--- src/hdl/rtsp_response_header_parser_assert.svh ---
// ----------------------------------------------------------------------------
// RTSP response header parser assertion macros
// Concurrent checks clocked on i_clk and disabled while i_rst_n is low.
// ----------------------------------------------------------------------------
`ifndef RTSP_RESPONSE_HEADER_PARSER_ASSERT_SVH
`define RTSP_RESPONSE_HEADER_PARSER_ASSERT_SVH

// The condition post holds in every cycle in which pre holds.
`define RRHP_ASSERT_IMPLY(label, pre, post) \
    label: assert property (@(posedge i_clk) disable iff (!i_rst_n) (pre) |-> (post)) \
        else $error("rtsp header parser: implication check failed");

// The condition post holds in the cycle after one in which pre holds.
`define RRHP_ASSERT_NEXT(label, pre, post) \
    label: assert property (@(posedge i_clk) disable iff (!i_rst_n) (pre) |=> (post)) \
        else $error("rtsp header parser: next-cycle check failed");

`endif

--- src/hdl/rrhp_pkg.sv ---
// ----------------------------------------------------------------------------
// RTSP response header parser package
// Defaults, character codes, key tables and small helper functions.
// ----------------------------------------------------------------------------
package rrhp_pkg;

    localparam int DEF_HEADER_LIMIT   = 1536;
    localparam int DEF_SESSION_ID_CAP = 64;

    localparam int BYTE_W     = 8;
    localparam int NUM_W      = 32;
    localparam int EXP_SEQ_W  = 31;
    localparam int BODY_LIM_W = 16;
    localparam int CFG_DATA_W = 31;
    localparam int CFG_IDX_W  = 1;
    localparam int SID_OUT_W  = 6;
    localparam int KEY_NUM    = 4;
    localparam int KPOS_W     = 5;
    localparam int TM_W       = 4;

    localparam logic [CFG_IDX_W-1:0] CFG_EXPECTED_SEQUENCE = 1'd0;
    localparam logic [CFG_IDX_W-1:0] CFG_BODY_LIMIT        = 1'd1;

    localparam logic [EXP_SEQ_W-1:0]  EXP_SEQ_RST    = 31'd1;
    localparam logic [BODY_LIM_W-1:0] BODY_LIMIT_RST = 16'd2048;

    localparam logic [BYTE_W-1:0] CH_LF    = 8'h0A;
    localparam logic [BYTE_W-1:0] CH_CR    = 8'h0D;
    localparam logic [BYTE_W-1:0] CH_SP    = 8'h20;
    localparam logic [BYTE_W-1:0] CH_TAB   = 8'h09;
    localparam logic [BYTE_W-1:0] CH_COLON = 8'h3A;
    localparam logic [BYTE_W-1:0] CH_SEMI  = 8'h3B;
    localparam logic [BYTE_W-1:0] CH_0     = 8'h30;
    localparam logic [BYTE_W-1:0] CH_9     = 8'h39;
    localparam logic [BYTE_W-1:0] CH_UC_A  = 8'h41;
    localparam logic [BYTE_W-1:0] CH_UC_Z  = 8'h5A;
    localparam logic [BYTE_W-1:0] CH_LC_I  = 8'h69;
    localparam logic [BYTE_W-1:0] CH_LC_T  = 8'h74;

    localparam logic [1:0] KEY_IDX_CSEQ = 2'd0;
    localparam logic [1:0] KEY_IDX_AUTH = 2'd1;
    localparam logic [1:0] KEY_IDX_SESS = 2'd2;
    localparam logic [1:0] KEY_IDX_CLEN = 2'd3;

    localparam logic [KEY_NUM-1:0] KEY_NONE = 4'b0000;
    localparam logic [KEY_NUM-1:0] KEY_CSEQ = 4'b0001;
    localparam logic [KEY_NUM-1:0] KEY_AUTH = 4'b0010;
    localparam logic [KEY_NUM-1:0] KEY_SESS = 4'b0100;
    localparam logic [KEY_NUM-1:0] KEY_CLEN = 4'b1000;
    localparam logic [KEY_NUM-1:0] KEY_ALL  = 4'b1111;

    // Lower-case key names, left aligned and padded to 16 characters.
    localparam logic [127:0] KEY_TXT_CSEQ = "cseq            ";
    localparam logic [127:0] KEY_TXT_AUTH = "www-authenticate";
    localparam logic [127:0] KEY_TXT_SESS = "session         ";
    localparam logic [127:0] KEY_TXT_CLEN = "content-length  ";
    localparam logic [63:0]  TMO_TXT      = "timeout=";

    // Timeout matcher codes; values between scan and digits count matched characters.
    localparam logic [TM_W-1:0] TM_SID    = 4'd0;
    localparam logic [TM_W-1:0] TM_SCAN   = 4'd1;
    localparam logic [TM_W-1:0] TM_DIGITS = 4'd9;
    localparam logic [TM_W-1:0] TM_DONE   = 4'd10;

    function automatic logic [BYTE_W-1:0] to_lower(input logic [BYTE_W-1:0] c);
        return (c >= CH_UC_A && c <= CH_UC_Z) ? c + 8'd32 : c;
    endfunction

    function automatic logic is_digit(input logic [BYTE_W-1:0] c);
        return c >= CH_0 && c <= CH_9;
    endfunction

    function automatic logic [KPOS_W-1:0] key_len(input logic [1:0] k);
        logic [KPOS_W-1:0] len;
        case (k)
            KEY_IDX_CSEQ: len = 5'd4;
            KEY_IDX_AUTH: len = 5'd16;
            KEY_IDX_SESS: len = 5'd7;
            default:      len = 5'd14;
        endcase
        return len;
    endfunction

    function automatic logic [BYTE_W-1:0] key_char(input logic [1:0] k, input logic [3:0] p);
        logic [127:0] txt;
        case (k)
            KEY_IDX_CSEQ: txt = KEY_TXT_CSEQ;
            KEY_IDX_AUTH: txt = KEY_TXT_AUTH;
            KEY_IDX_SESS: txt = KEY_TXT_SESS;
            default:      txt = KEY_TXT_CLEN;
        endcase
        return txt[{~p, 3'b000} +: 8];
    endfunction

    function automatic logic [BYTE_W-1:0] tmo_char(input logic [2:0] k);
        return TMO_TXT[{~k, 3'b000} +: 8];
    endfunction

    // Appends one decimal digit, saturating at all ones.
    function automatic logic [NUM_W-1:0] acc_digit(input logic [NUM_W-1:0] a,
                                                   input logic [BYTE_W-1:0] c);
        logic [NUM_W+3:0] v;
        v = ({4'b0000, a} << 3) + ({4'b0000, a} << 1) + {32'd0, c[3:0]};
        return (|v[NUM_W+3:NUM_W]) ? '1 : v[NUM_W-1:0];
    endfunction

endpackage

--- src/hdl/rtsp_response_header_parser.sv ---
// ----------------------------------------------------------------------------
// RTSP response header parser
// Scans an RTSP response byte stream and reports the parsed header fields.
// ----------------------------------------------------------------------------
// The input channel (i_valid, o_ready, i_byte_in) takes one byte of the
// response stream per item. The output channel (o_valid, i_ready and the
// field ports) carries one item for each complete header, raised by the LF
// of the CR LF CR LF terminator, or an item with o_header_overlong set when
// HEADER_LIMIT bytes pass without a terminator.
// A byte is registered on acceptance and scanned from that register. One
// byte per cycle is sustained unless the receiver stalls; the scanner state
// update is a single registered pass. If the receiver stalls, the result
// stays in the output register and the input register still takes one more
// byte before o_ready drops. Reset clears the scanner, empties both
// registers and loads the register defaults (expected sequence 1, body
// limit 2048). The user writes registers through i_cfg_we, i_cfg_index and
// i_cfg_data only while no header is open; the block does not enforce it.
// ----------------------------------------------------------------------------
`include "rtsp_response_header_parser_assert.svh"

module rtsp_response_header_parser
    import rrhp_pkg::*;
#(
    parameter int HEADER_LIMIT   = DEF_HEADER_LIMIT,
    parameter int SESSION_ID_CAP = DEF_SESSION_ID_CAP
) (
    input  logic                  i_clk,
    input  logic                  i_rst_n,
    input  logic                  i_cfg_we,
    input  logic [CFG_IDX_W-1:0]  i_cfg_index,
    input  logic [CFG_DATA_W-1:0] i_cfg_data,
    input  logic                  i_valid,
    output logic                  o_ready,
    input  logic [BYTE_W-1:0]     i_byte_in,
    output logic                  o_valid,
    input  logic                  i_ready,
    output logic [NUM_W-1:0]      o_status_code,
    output logic                  o_sequence_present,
    output logic                  o_sequence_match,
    output logic                  o_challenge_present,
    output logic                  o_session_present,
    output logic [SID_OUT_W-1:0]  o_session_id_length,
    output logic [NUM_W-1:0]      o_session_timeout,
    output logic                  o_length_present,
    output logic [NUM_W-1:0]      o_content_length,
    output logic                  o_length_too_large,
    output logic                  o_header_overlong
);

    localparam int CNT_W = $clog2(HEADER_LIMIT + 1);
    localparam int SID_W = $clog2(SESSION_ID_CAP);
    localparam logic [SID_W:0]   SID_MAX   = (SID_W + 1)'(SESSION_ID_CAP - 1);
    localparam logic [CNT_W-1:0] CNT_LIMIT = CNT_W'(HEADER_LIMIT);

    typedef enum logic [2:0] {
        PH_START,
        PH_TOKEN,
        PH_SPACES,
        PH_DIGITS,
        PH_IGNORE,
        PH_KEY,
        PH_LEAD,
        PH_VALUE
    } t_phase;

    typedef enum logic [1:0] {
        TERM_IDLE,
        TERM_CR,
        TERM_CRLF,
        TERM_CRLFCR
    } t_term;

    typedef struct packed {
        logic [NUM_W-1:0] status;
        logic             seq_p;
        logic [NUM_W-1:0] seq;
        logic             chal;
        logic             sess;
        logic [SID_W-1:0] sid;
        logic [NUM_W-1:0] tmo;
        logic             len_p;
        logic [NUM_W-1:0] clen;
    } t_fld;

    typedef struct packed {
        t_term              term;
        logic [CNT_W-1:0]   cnt;
        t_phase             phase;
        logic               first;
        logic [KEY_NUM-1:0] cand;
        logic [KPOS_W-1:0]  kpos;
        logic [NUM_W-1:0]   acc;
        logic [TM_W-1:0]    tmatch;
        logic [SID_W-1:0]   pend;
        t_fld               fld;
    } t_scan;

    function automatic logic [SID_W-1:0] cap_add(input logic [SID_W-1:0] a,
                                                 input logic [SID_W-1:0] b);
        logic [SID_W:0] sum;
        sum = {1'b0, a} + {1'b0, b};
        return (sum > SID_MAX) ? SID_MAX[SID_W-1:0] : sum[SID_W-1:0];
    endfunction

    function automatic t_scan end_line(input t_scan s_in);
        t_scan s;
        s        = s_in;
        s.phase  = PH_START;
        s.cand   = KEY_ALL;
        s.kpos   = '0;
        s.acc    = '0;
        s.tmatch = TM_SID;
        s.pend   = '0;
        return s;
    endfunction

    function automatic t_scan msg_reset();
        t_scan s;
        s       = '0;
        s.term  = TERM_IDLE;
        s.first = 1'b1;
        return end_line(s);
    endfunction

    function automatic t_scan session_char(input t_scan s_in, input logic [BYTE_W-1:0] c,
                                           input logic [NUM_W-1:0] acc_nx);
        t_scan      s;
        logic [2:0] k;
        s = s_in;
        k = s.tmatch[2:0] - 3'd1;
        if (s.tmatch == TM_SID) begin
            if (c == CH_SEMI) begin
                s.fld.sid = cap_add(s.fld.sid, s.pend);
                s.pend    = '0;
                s.tmatch  = TM_SCAN;
            end else if (c == CH_SP || c == CH_TAB) begin
                s.pend = cap_add(s.pend, SID_W'(1));
            end else begin
                s.fld.sid = cap_add(s.fld.sid, cap_add(s.pend, SID_W'(1)));
                s.pend    = '0;
            end
        end else if (s.tmatch < TM_DIGITS) begin
            if (c == tmo_char(k)) begin
                if (s.tmatch == TM_DIGITS - 4'd1) begin
                    s.tmatch  = TM_DIGITS;
                    s.acc     = '0;
                    s.fld.tmo = '0;
                end else begin
                    s.tmatch = s.tmatch + 4'd1;
                end
            end else if (s.tmatch == TM_DIGITS - 4'd1 && c == CH_LC_I) begin
                s.tmatch = TM_SCAN + 4'd2;
            end else begin
                s.tmatch = (c == CH_LC_T) ? TM_SCAN + 4'd1 : TM_SCAN;
            end
        end else if (s.tmatch == TM_DIGITS) begin
            if (is_digit(c)) begin
                s.acc     = acc_nx;
                s.fld.tmo = acc_nx;
            end else begin
                s.tmatch = TM_DONE;
            end
        end
        return s;
    endfunction

    function automatic t_scan key_colon(input t_scan s_in);
        t_scan              s;
        logic [KEY_NUM-1:0] win;
        s   = s_in;
        win = KEY_NONE;
        for (int i = 0; i < KEY_NUM; i++) begin
            if (s.cand[i] && key_len(2'(i)) == s.kpos) begin
                win[i] = 1'b1;
            end
        end
        s.cand  = win;
        s.acc   = '0;
        s.phase = PH_LEAD;
        if (win == KEY_CSEQ) begin
            s.fld.seq_p = 1'b1;
            s.fld.seq   = '0;
        end else if (win == KEY_CLEN) begin
            s.fld.len_p = 1'b1;
            s.fld.clen  = '0;
        end else if (win == KEY_SESS) begin
            s.fld.sess = 1'b1;
            s.fld.sid  = '0;
            s.pend     = '0;
            s.tmatch   = TM_SID;
        end else if (win == KEY_AUTH) begin
            s.fld.chal = 1'b1;
            s.phase    = PH_IGNORE;
        end else begin
            s.phase = PH_IGNORE;
        end
        return s;
    endfunction

    function automatic t_scan feed(input t_scan s_in, input logic [BYTE_W-1:0] c);
        t_scan            s;
        logic [NUM_W-1:0] acc_nx;
        logic             dig;
        s = s_in;
        if (s.phase == PH_START) begin
            if (s.first) begin
                s.first = 1'b0;
                s.phase = PH_TOKEN;
            end else begin
                s.phase = PH_KEY;
                s.cand  = KEY_ALL;
                s.kpos  = '0;
            end
        end
        if (s.phase == PH_LEAD && c != CH_SP) begin
            s.phase = PH_VALUE;
        end
        acc_nx = acc_digit((s.phase == PH_SPACES) ? '0 : s.acc, c);
        dig    = is_digit(c);
        case (s.phase)
            PH_TOKEN: begin
                if (c == CH_SP) begin
                    s.phase = PH_SPACES;
                end
            end
            PH_SPACES, PH_DIGITS: begin
                if (dig) begin
                    s.acc        = acc_nx;
                    s.fld.status = acc_nx;
                    s.phase      = PH_DIGITS;
                end else if (!(c == CH_SP && s.phase == PH_SPACES)) begin
                    s.phase = PH_IGNORE;
                end
            end
            PH_KEY: begin
                if (c == CH_COLON) begin
                    s = key_colon(s);
                end else begin
                    for (int i = 0; i < KEY_NUM; i++) begin
                        if (s.kpos >= key_len(2'(i)) ||
                            to_lower(c) != key_char(2'(i), s.kpos[3:0])) begin
                            s.cand[i] = 1'b0;
                        end
                    end
                    if (s.kpos != '1) begin
                        s.kpos = s.kpos + 5'd1;
                    end
                end
            end
            PH_VALUE: begin
                if (s.cand == KEY_SESS) begin
                    s = session_char(s, c, acc_nx);
                end else if (dig) begin
                    s.acc = acc_nx;
                    if (s.cand == KEY_CSEQ) begin
                        s.fld.seq = acc_nx;
                    end else begin
                        s.fld.clen = acc_nx;
                    end
                end else begin
                    s.phase = PH_IGNORE;
                end
            end
            default: begin
            end
        endcase
        return s;
    endfunction

    logic [EXP_SEQ_W-1:0]  r_exp_seq;
    logic [BODY_LIM_W-1:0] r_body_limit;
    logic                  r_in_vld;
    logic [BYTE_W-1:0]     r_byte;
    t_scan                 r_scan;
    t_scan                 n_scan;
    t_scan                 s_work;
    logic                  adv;
    logic                  prev_cr;
    logic                  done;
    logic                  overlong;
    logic                  n_emit;
    logic [CNT_W-1:0]      cnt_nx;

    logic                 r_out_vld;
    logic [NUM_W-1:0]     r_status, n_status;
    logic                 r_seq_p, n_seq_p;
    logic                 r_seq_m, n_seq_m;
    logic                 r_chal, n_chal;
    logic                 r_sess, n_sess;
    logic [SID_OUT_W-1:0] r_sid, n_sid;
    logic [NUM_W-1:0]     r_tmo, n_tmo;
    logic                 r_len_p, n_len_p;
    logic [NUM_W-1:0]     r_clen, n_clen;
    logic                 r_too_large, n_too_large;
    logic                 r_overlong, n_overlong;

    assign adv     = !r_out_vld || i_ready;
    assign o_ready = !r_in_vld || adv;

    always_comb begin
        prev_cr = r_scan.term == TERM_CR || r_scan.term == TERM_CRLFCR;
        cnt_nx  = r_scan.cnt + 1'b1;
        done    = 1'b0;
        s_work  = r_scan;
        if (r_byte == CH_LF) begin
            done        = r_scan.term == TERM_CRLFCR;
            s_work      = end_line(r_scan);
            s_work.term = (r_scan.term == TERM_CR) ? TERM_CRLF : TERM_IDLE;
        end else begin
            if (prev_cr) begin
                s_work = feed(s_work, CH_CR);
            end
            if (r_byte == CH_CR) begin
                s_work.term = (r_scan.term == TERM_CRLF) ? TERM_CRLFCR : TERM_CR;
            end else begin
                s_work.term = TERM_IDLE;
                s_work      = feed(s_work, r_byte);
            end
        end
        s_work.cnt = cnt_nx;
        overlong   = !done && cnt_nx == CNT_LIMIT;
        n_emit     = done || overlong;
        n_scan     = n_emit ? msg_reset() : s_work;

        n_status    = r_scan.fld.status;
        n_seq_p     = r_scan.fld.seq_p;
        n_seq_m     = r_scan.fld.seq_p && r_scan.fld.seq == {1'b0, r_exp_seq};
        n_chal      = r_scan.fld.chal;
        n_sess      = r_scan.fld.sess;
        n_sid       = SID_OUT_W'(r_scan.fld.sid);
        n_tmo       = r_scan.fld.tmo;
        n_len_p     = r_scan.fld.len_p;
        n_clen      = r_scan.fld.clen;
        n_too_large = r_scan.fld.len_p && r_scan.fld.clen > {16'd0, r_body_limit};
        n_overlong  = 1'b0;
        if (overlong) begin
            n_status    = '0;
            n_seq_p     = 1'b0;
            n_seq_m     = 1'b0;
            n_chal      = 1'b0;
            n_sess      = 1'b0;
            n_sid       = '0;
            n_tmo       = '0;
            n_len_p     = 1'b0;
            n_clen      = '0;
            n_too_large = 1'b0;
            n_overlong  = 1'b1;
        end
    end

    always_ff @(posedge i_clk) begin
        if (!i_rst_n) begin
            r_exp_seq    <= EXP_SEQ_RST;
            r_body_limit <= BODY_LIMIT_RST;
        end else if (i_cfg_we) begin
            case (i_cfg_index)
                CFG_EXPECTED_SEQUENCE: r_exp_seq <= i_cfg_data[EXP_SEQ_W-1:0];
                CFG_BODY_LIMIT:        r_body_limit <= i_cfg_data[BODY_LIM_W-1:0];
                default: begin
                end
            endcase
        end
    end

    always_ff @(posedge i_clk) begin
        if (!i_rst_n) begin
            r_in_vld  <= 1'b0;
            r_out_vld <= 1'b0;
            r_scan    <= msg_reset();
        end else begin
            if (i_valid && o_ready) begin
                r_in_vld <= 1'b1;
            end else if (adv) begin
                r_in_vld <= 1'b0;
            end
            if (adv) begin
                r_out_vld <= r_in_vld && n_emit;
            end
            if (r_in_vld && adv) begin
                r_scan <= n_scan;
            end
        end
    end

    always_ff @(posedge i_clk) begin
        if (i_valid && o_ready) begin
            r_byte <= i_byte_in;
        end
        if (r_in_vld && adv && n_emit) begin
            r_status    <= n_status;
            r_seq_p     <= n_seq_p;
            r_seq_m     <= n_seq_m;
            r_chal      <= n_chal;
            r_sess      <= n_sess;
            r_sid       <= n_sid;
            r_tmo       <= n_tmo;
            r_len_p     <= n_len_p;
            r_clen      <= n_clen;
            r_too_large <= n_too_large;
            r_overlong  <= n_overlong;
        end
    end

    assign o_valid             = r_out_vld;
    assign o_status_code       = r_status;
    assign o_sequence_present  = r_seq_p;
    assign o_sequence_match    = r_seq_m;
    assign o_challenge_present = r_chal;
    assign o_session_present   = r_sess;
    assign o_session_id_length = r_sid;
    assign o_session_timeout   = r_tmo;
    assign o_length_present    = r_len_p;
    assign o_content_length    = r_clen;
    assign o_length_too_large  = r_too_large;
    assign o_header_overlong   = r_overlong;

    `RRHP_ASSERT_IMPLY(a_cnt_below_limit, 1'b1, r_scan.cnt < CNT_LIMIT)
    `RRHP_ASSERT_IMPLY(a_overlong_clean, o_valid && o_header_overlong, o_status_code == 32'd0 && !o_sequence_present && !o_session_present && !o_length_present && o_content_length == 32'd0)
    `RRHP_ASSERT_IMPLY(a_flags_consistent, o_valid, (!o_sequence_match || o_sequence_present) && (!o_length_too_large || o_length_present))
    `RRHP_ASSERT_NEXT(a_emit_restarts, r_in_vld && adv && n_emit, o_valid && r_scan.first && r_scan.cnt == '0)

endmodule

--- config.mk ---
export PLATFORM = sky130hd
export DESIGN_NAME = rtsp_response_header_parser
export DESIGN_NICKNAME = d
export VERILOG_FILES = /design/src/hdl/rrhp_pkg.sv /design/src/hdl/rtsp_response_header_parser.sv
export VERILOG_INCLUDE_DIRS = /design/src /design/src/hdl
export SDC_FILE = /design/constraint.sdc
export NUM_CORES = 1
export LEC_CHECK = 0
export ABC_AREA = 1
export BUFFER_PORTS_ARGS = -buffer_cell sky130_fd_sc_hd__buf_4
export CAP_MARGIN = 20
export CORE_MARGIN = 5
export CORE_UTILIZATION = 30
export CTS_CLUSTER_SIZE = 14
export DETAILED_ROUTE_END_ITERATION = 16
export PLACE_DENSITY = 0.51
export SLEW_MARGIN = 20
export SYNTH_ARGS = -nofsm -noshare
export SYNTH_HDL_FRONTEND = slang
export SYNTH_SLANG_ARGS = --single-unit
--- constraint.sdc ---
create_clock -name i_clk -period 6.9 [get_ports i_clk]
set_input_delay 0.345 -clock i_clk [delete_from_list [all_inputs] [get_ports i_clk]]
set_output_delay 0.345 -clock i_clk [all_outputs]
set_load 0.02 [all_outputs]
== After elaboration in Yosys (flattened, before gate mapping) ==
Cells that the tools add are included.
Word-level totals
  bits in registers: 372
  output and inout port bits: 111
  logic and storage cells: 400
Operators by class
  $lt $le $gt $ge: 20
  muxes and demuxes: 220
  shifts and indexed selects: 10
  bitwise gates (word level): 5
  eq/ne operators: 53
  reductions and logical operators: 43
  $add $sub $neg: 15
Operators with widths (count)
  $mux 128: 28
  $shiftx 128x8->8: 8
  $mux 32: 27
  $mux 180: 3
  $mux 206: 2
  $mux 193: 2
  $mux 5: 46
  $pmux 106 s2: 1
  $mux 204: 1
  $pmux 32 s3: 2
  $shiftx 64x7->8 const A: 2
  $mux 36: 3
  $mux 33: 3
  $mux 13: 6
  $mux 6: 13
  $mux 43: 1
  $mux 3: 14
  $ge 5x5->1: 8
  $mux 10: 4
  $mux 4: 10
  $mux 39: 1
  $add 35x33->36: 1
  $add 36x4->36: 1
  $gt 7x6->1 const B: 5
  other kinds (56): 174

== Longest topological paths before layout ==
Gate-level depths: netlist (run 1).
  word-level depth: 49
  depth in mapped cells: 36
  mapped depth without buffers: 35

== Least setup slack after synthesis (run 1) ==
Ideal clock, no wire load.
  kind: reg2reg
  from: register r_scan[138] (netlist bit)
  to: register r_scan[70] (netlist bit)
  arrival: 4.657 ns
  path slack: 2.111 ns
  cell stages (with the launch flop): 34
  data required time: 6.768 ns
  path through: dfxtp_1 nand4_1 nor2_1 xor2_1 nor3_1 inv_1 nor3_1 o21ai_0 nand2_1 ha_1 inv_1 fa_1 o21ai_0 nand2_1 a21boi_0 nor3_1 inv_1 o21ai_0 inv_1 ha_1 fa_1 a21oi_1 o21ai_0 a21o_1 a21oi_1 nand2_1 a21oi_1 o21ai_0 o211ai_1 o21ai_0 nand2_1 nand2_1 nand2_1 a21oi_1
On the way
  longest elaborated chain between the ends: 22
Ends and longest elaborated chain
  from (decl): RTL line rtsp_response_header_parser.sv:274  | t_scan r_scan;
  from (signal assigned): RTL line rtsp_response_header_parser.sv:369  | r_scan <= msg_reset();
  from (signal assigned): RTL line rtsp_response_header_parser.sv:380  | r_scan <= n_scan;
  $add 6x1->7: RTL line rtsp_response_header_parser.sv:101  | sum = {1'b0, a} + {1'b0, b};
  $gt 7x6->1: RTL line rtsp_response_header_parser.sv:102  | return (sum > SID_MAX) ? SID_MAX[SID_W-1:0] : sum[SID_W-1:0];
  $mux 6: RTL line rtsp_response_header_parser.sv:102
  $add 6x6->7: RTL line rtsp_response_header_parser.sv:101
  $gt 7x6->1: RTL line rtsp_response_header_parser.sv:102
  $mux 6: RTL line rtsp_response_header_parser.sv:102
  $mux 6: RTL line rtsp_response_header_parser.sv:131  | if (s.tmatch == TM_SID) begin
  $mux 180: RTL line rtsp_response_header_parser.sv:251  | if (s.cand == KEY_SESS) begin
  [6 not listed]
  $mux 6: RTL line rtsp_response_header_parser.sv:136  | end else if (c == CH_SP || c == CH_TAB) begin
  $mux 6: RTL line rtsp_response_header_parser.sv:132  | if (c == CH_SEMI) begin
  $mux 6: RTL line rtsp_response_header_parser.sv:131
  $mux 39: RTL line rtsp_response_header_parser.sv:251
  $pmux 106 s2: RTL line rtsp_response_header_parser.sv:220  | case (s.phase)
  $mux 193 (*): RTL line rtsp_response_header_parser.sv:313  | if (r_byte == CH_CR) begin
  $mux 206 (*): RTL line rtsp_response_header_parser.sv:305  | if (r_byte == CH_LF) begin
  $mux 206 (*): RTL line rtsp_response_header_parser.sv:323  | n_scan = n_emit ? msg_reset() : s_work;
Every way passes the cells marked *; elsewhere a longest branch is shown, timed or not. The select of a mux whose other input is x is not followed.
A chain may end at the register's enable or synchronous reset.

== Worst setup path after layout (run 1) ==
  from: register r_scan[204] (netlist bit)
  to: register r_scan[167] (netlist bit)
On the way
  longest elaborated chain between the ends: 28
Ends and longest elaborated chain
  $eq 2x1->1 / $eq 2x2->1 (equally long branches): RTL line rtsp_response_header_parser.sv:301, rtsp_response_header_parser.sv:306
  $logic_or 1x1->1: RTL line rtsp_response_header_parser.sv:301  | prev_cr = r_scan.term == TERM_CR || r_scan.term == TERM_CRLFCR;
  $mux 193: RTL line rtsp_response_header_parser.sv:310  | if (prev_cr) begin
  $mux 204: RTL line rtsp_response_header_parser.sv:305
  $logic_not 3->1 / $mux 3 (equally long branches): RTL line rtsp_response_header_parser.sv:205, rtsp_response_header_parser.sv:206
  $mux 13: RTL line rtsp_response_header_parser.sv:205  | if (s.phase == PH_START) begin
  $mux 13: RTL line rtsp_response_header_parser.sv:313
  $mux 13: RTL line rtsp_response_header_parser.sv:305
  [12 not listed]
  $mux 36: RTL line rtsp_response_header_parser.sv:156  | end else if (s.tmatch == TM_DIGITS) begin
  $mux 36: RTL line rtsp_response_header_parser.sv:142  | end else if (s.tmatch < TM_DIGITS) begin
  $mux 32: RTL line rtsp_response_header_parser.sv:131
  $mux 32: RTL line rtsp_response_header_parser.sv:251
  $pmux 32 s3: RTL line rtsp_response_header_parser.sv:220
  $mux 193: RTL line rtsp_response_header_parser.sv:313
  $mux 206: RTL line rtsp_response_header_parser.sv:305
  $mux 206 (*): RTL line rtsp_response_header_parser.sv:323
Marked as above.

==> results.yml, run 1 <==
status:
  outcome: "complete, no violations"
sta:
  period_minus_slack_ns: 5.78
  period_share_pct: 83.7
  tightest_slew_ns: 1.12
  hold_violations: 0
  timing.fmax_ghz: 0.173
  hold_slack_ns: 0.0389
  slew_headroom_pct: 25.7
  rsz0062_at_grt: "no"
  setup_violations: 0
  setup_slack_ns: 1.12
  setup_tns_ns: 0
  drv_slew: 0
  finClkSkew_ns: 0.0150
grt:
  grt-ovfl-total: 0
  antenna_found_initial: 0
  grt_max_degree: 105
  track_usage_pct: 19.1
  grt_pass1_vias: 24600
  grt_pass1_wl_mm: 144
yosys:
  synth_top_family_by_area: "simple AND/OR/NAND/NOR gates"
  ys.flop_type: "dfxtp_1"
  synth_xor_area_share_pct: 2.16
  netlist_top_cells_area: "nand2_1 20%, dfxtp_1 19%, edfxtp_1 13%"
  yosysTopAreaCell: "nand2_1"
  yosys.area_share.simple_pct: 32.7
  yosysTopAreaCellShare_pct: 19.7
  synth_fa_ha_area_share_pct: 6.21
  synth_nets: 4252
  synth_cell_type_count: 60
  synthMuxAreaShare_pct: 0
  synthesis.area_mm2: 0.0264
  synth_compound_gate_area_share_pct: 15.1
  avgSynthCellArea_um2: 6.48
  synth_edf_count: 117
  ys_ff_latch: 372
  async_reset_ff_share_pct: 0
  synthCells: 4079
  yosys_warnings: 0
  ys_seq_area_share_pct: 32.6
clock_tree:
  root_buffer: "clkbuf_16"
  clock_latency_ns: 0.61
  clk_pin_slew_ns: 0.07
  tritoncts: "yes"
  cts_resized: 0
  hold_buffers: 29
  post_cts_buffers: 0
  numCtsBuffers: 46
  ctsLongestPathBuffers: 3
  htreeDepth: 2
  clock_sinks: 372
die:
  rows: 108
  ios: 156
  initial_utilization_pct: 30.3
  core_area_mm2: 0.0870
  die_w_um: 307
  die_area_mm2: 0.0941
  chipHeight_um: 307
route:
  via_per_inst: 4.85
  totalWireLength_mm: 93.3
  drt-initial-drc-count: 2001
  wl_per_cell_um: 17.4
  drt_pass1_iterations: 8
  drc: 0
  ant_nets: 0
  num_vias: 26000
placed_design:
  place_inst: 5241
  dp_hpwl_mm: 65.5
  gp_congestion: 0.906
  io_buffers: 155
  place_ws_ns: 1.20
power_and_ir_drop:
  seq_power_share_pct: 43.3
  clkPwrFrac_pct: 47.5
  powerDensity_mw_per_mm2: 177
  switching_share_pct: 26.6
  p_sw_mw: 1.43
  ir_drop_mv: 0.165
  static-leakage-power_nw: 14.5
  combPwrFrac_pct: 9.2
  p_int_mw: 3.96
job:
  cap_violations: 0
worst_setup_path:
  cp-start-kind: "register"
  cp_slowest_cell: "dfxtp_1"
  end_kind: "register"
  required_ns: 7.36
  crit_path_max_fanout: 18
  path_class: "reg2reg"
  path_buf_inv: 5
  crit_path_frequent_cell: "nand2_1"
  cp_top_family: "simple AND/OR/NAND/NOR gates"
  slowest_delay_ns: 0.65
  critical_path_arrival_ns: 6.23
final_layout:
  mostFrequentLayoutCells: "1384 x nand2_1, 534 x inv_1, 351 x a21oi_1"
  num_antenna_cells: 0
  drive_above_1_share_pct: 10.1
  finalNetCount: 4336
  fin_cells: 5355
  area.growth.synth_to_final_pct: 15.1
  final_common_cell: "nand2_1"
min_path:
  worst_hold_path_type: "in2reg"
metal layers:
metal	up-vias	routed length, um	GRT usage [%]
li1	13200	-	-
met1	12000	43100	26.0
met2	633	41900	31.2
met3	143	4530	2.28
met4	0	3730	7.19
met5	-	0	0
cell families after synthesis:
| kind of cell | Yosys count |
|---|---|
| simple gates | 2031 |
| buf+inv | 752 |
| compound gates | 731 |
| flops | 372 |
| fa+ha+maj | 128 |
| xor+xnor | 65 |
synth_stat cells, types with 27 or more instances:
master,instances
edfxtp_1,117
buf_2,51
inv_2,27
o211ai_1,34
nand2_1,1385
o21ai_0,229
nand3_2,39
nor3_1,28
inv_1,535
nand3_1,171
a21oi_1,351
ha_1,123
xor2_1,45
clkbuf_1,99
o21ai_1,34
dfxtp_1,255
nor2_1,284
worst reg2reg max path: cells and delay by family (launching register included):
family,cells,cell delay (ns)
AOI/OAI and AO/OA,3,0.29
and+or+nand+nor,20,2.53
buffers and inverters,5,1.45
adders and majority gates,2,0.69
DFF,1,0.65
path summary, 6_finish.rpt:
path                                               start                          to  depth (start not counted)  slack (ns)
worst max-delay path            r_scan[204]$_SDFFE_PN0P_    r_scan[167]$_SDFFE_PN0P_                         30        1.12
worst min-delay path                      i_cfg_data[21]  r_exp_seq[21]$_SDFFE_PN0P_                          3        0.04
worst max register to register  r_scan[204]$_SDFFE_PN0P_    r_scan[167]$_SDFFE_PN0P_                         30        1.12
worst min register to register  r_scan[105]$_SDFFE_PN0P_    r_scan[105]$_SDFFE_PN0P_                          2        0.45
stage by stage:
stage	instance area (um2)	utilization, %	total power, mW
3_5_place_dp	28500	32.8	2.86
3_3_place_gp	28500	32.8	2.86
4_1_cts	30400	34.9	5.47
2_1_floorplan	26400	-	2.71
6_report	30400	34.9	5.39
5_1_grt	30400	34.9	5.61
sequential cells by signal, indices dropped and copies added (netlist names), 6 cells and up:
| signal | cells |
|---|---|
| r_scan | 206 |
| r_body_limit | 16 |
| o_status_code | 32 |
| r_byte | 8 |
| o_session_timeout | 32 |
| o_session_id_length | 6 |
| o_content_length | 32 |
| r_exp_seq | 31 |
power groups by stage:
| stage | combinational, mW | sequential, mW | clock [mW] |
|---|---|---|---|
| after floorplan | 0.343 | 2.36 | 0 |
| after global placement | 0.481 | 2.38 | 0 |
| after detailed placement | 0.479 | 2.38 | 0 |
| after CTS | 0.495 | 2.33 | 2.64 |
| after global routing | 0.552 | 2.34 | 2.72 |
| final | 0.496 | 2.34 | 2.56 |
layout make-up:
| class | count | area [um2] |
|---|---|---|
| Clock buffer | 56 | 1230 |
| Sequential cell | 372 | 8620 |
| Fill cell | 9532 | 56600 |
| Inverter | 564 | 2130 |
| Tap cell | 1155 | 1450 |
| Timing Repair Buffer | 224 | 1770 |
| Clock inverter | 29 | 362 |
| Multi-Input combinational cell | 2955 | 14800 |
Power figures use the tool's default switching activity.
==> inputs of run 2 (changes only) <==
clock period = 5.32 ns   (was 6.9 ns; I/O delays follow)
==> run 2 against run 1 <==
Net effect: worst hold slack worse by 0.0047 ns; combinational power grew 32%; non-clock buffer count rose by 53; total power rose by 30%; utilization increased by 0.67 points; routed wire length is 3.1% lower; sequential cell count is the same; fmax up 18%; critical path type unchanged; largest power group unchanged.
==> results.yml, run 2 (synthesis results as in run 1) <==
worst_setup_path:
  cp_slowest_cell: "fa_1"
  required_ns: 5.77
  critical_path_arrival_ns: 5.33
  end_kind: "register"
  path_buf_inv: 4
  crit_path_max_fanout: 6
  cp-start-kind: "register"
  cp_top_family: "compound AO/OA/AOI/OAI gates"
  path_class: "reg2reg"
  slowest_delay_ns: 0.40
  crit_path_frequent_cell: "nand2_1"
grt:
  track_usage_pct: 18.5
  grt_pass1_vias: 24400
  grt_pass1_wl_mm: 141
  antenna_found_initial: 1
  grt_max_degree: 96
  grt-ovfl-total: 0
sta:
  timing.fmax_ghz: 0.205
  hold_violations: 0
  slew_headroom_pct: 31.7
  tightest_slew_ns: 1.02
  finClkSkew_ns: 0.0230
  period_share_pct: 91.8
  setup_violations: 0
  drv_slew: 0
  period_minus_slack_ns: 4.88
final_layout:
  mostFrequentLayoutCells: "1384 x nand2_1, 534 x inv_1, 351 x a21oi_1"
  area.growth.synth_to_final_pct: 17.3
  final_area_mm2: 0.0310
  layout.core_utilization_pct: 35.6
  largest-register: "r_scan"
  fillers: 9479
  finalNetCount: 4388
  largest_register_ffs: 206
  final_common_cell: "nand2_1"
  num_antenna_cells: 0
  drive_above_1_share_pct: 11.1
route:
  totalWireLength_mm: 90.4
  ant_nets: 0
  wl_per_cell_um: 16.7
  drc: 0
  via_per_inst: 4.80
  num_vias: 26000
  drt_pass1_iterations: 7
  drt-initial-drc-count: 1832
die:
  die_area_mm2: 0.0941
  die_w_um: 307
  core_area_mm2: 0.0870
  initial_utilization_pct: 30.3
  rows: 108
  chipHeight_um: 307
  ios: 156
status:
  outcome: "complete, no violations"
min_path:
  worst_hold_path_type: "in2reg"
power_and_ir_drop:
  p_sw_mw: 1.84
  switching_share_pct: 26.2
  powerDensity_mw_per_mm2: 227
  clkPwrFrac_pct: 47.7
  combPwrFrac_pct: 9.3
  seq_power_share_pct: 43.0
  p_int_mw: 5.18
  ir_drop_mv: 0.200
  static-leakage-power_nw: 14.8
clock_tree:
  ctsLongestPathBuffers: 3
  tritoncts: "yes"
  clock_latency_ns: 0.60
  numCtsBuffers: 45
  root_buffer: "clkbuf_16"
  clock_sinks: 372
  htreeDepth: 2
  clk_pin_slew_ns: 0.06
placed_design:
  gp_congestion: 0.928
  io_buffers: 155
  place_area_mm2: 0.0289
  dp_hpwl_mm: 64.9
job:
  cap_violations: 0
-- run 2: path summary, 6_finish.rpt --
check | start | cells after the start | slack, ns | end
setup reg to reg | r_scan[139]$_SDFFE_PN0P_ | 33 | 0.44 | r_scan[70]$_SDFFE_PN0P_
hold / removal | i_cfg_data[9] | 3 | 0.03 | r_exp_seq[9]$_SDFFE_PN0P_
hold reg to reg | r_body_limit[10]$_SDFFE_PN0P_ | 2 | 0.46 | r_body_limit[10]$_SDFFE_PN0P_
setup / recovery | r_scan[139]$_SDFFE_PN0P_ | 33 | 0.44 | r_scan[70]$_SDFFE_PN0P_
-- run 2: cell type report --
class / count / area, um2 / share of cell area, %
clock buffers: 55 / 1180 / 3.83
multi-input cells: 2955 / 14900 / 48.1
flip-flops and latches: 372 / 8620 / 27.8
repair buffers: 277 / 2290 / 7.41
well taps: 1155 / 1450 / 4.67
inverters: 564 / 2130 / 6.86
clock inverters: 29 / 403 / 1.30
-- run 2: tightest hold or removal path, stage by stage --
cell and delay, ns:
buf_4 0.11, o21ai_0 0.09, a21oi_1 0.11
-- run 2: power by group through the flow --
stage | clock, mW | combinational (mW) | sequential (mW)
2_1_floorplan | 0 | 0.445 | 3.07
3_3_place_gp | 0 | 0.627 | 3.08
3_5_place_dp | 0 | 0.627 | 3.08
4_1_cts | 3.46 | 0.655 | 3.02
5_1_grt | 3.57 | 0.730 | 3.03
6_report | 3.35 | 0.653 | 3.02
-- run 2: what timing repair did --
| action | in CTS | in global routing |
|---|---|---|
| pin swaps | 0 | 2 |
| endpoints found under the setup margin | 5 | 39 |
| resized for setup | 1 | 16 |
| endpoints found under the hold margin | 49 | 0 |
| hold buffers | 41 | 0 |
| buffers inserted | 0 | 1 |
-- run 2: layer usage --
layer	up-vias	share of wire [%]	GRT usage, %
li1	13300	-	-
met1	11900	45	24.9
met4	2	3.4	5.97
met2	620	46	30.8
met5	-	0.0077	0
met3	144	5.3	2.63
-- run 2: stage by stage --
stage | worst slack, ns | cells | total power [mW] | hold slack (ns) | TNS [ns]
6_report | 0.438 | 5407 | 7.03 | 0.0342 | 0
4_1_cts | 0.0451 | 5406 | 7.13 | 0.000392 | 0
5_1_grt | -0.0397 | 5407 | 7.33 | 0.0563 | -0.110
3_3_place_gp | 0.0480 | 5281 | 3.71 | 0.445 | 0
3_5_place_dp | -0.0946 | 5281 | 3.71 | 0.446 | -0.315
2_1_floorplan | 0.531 | 4079 | 3.51 | 0.365 | 0
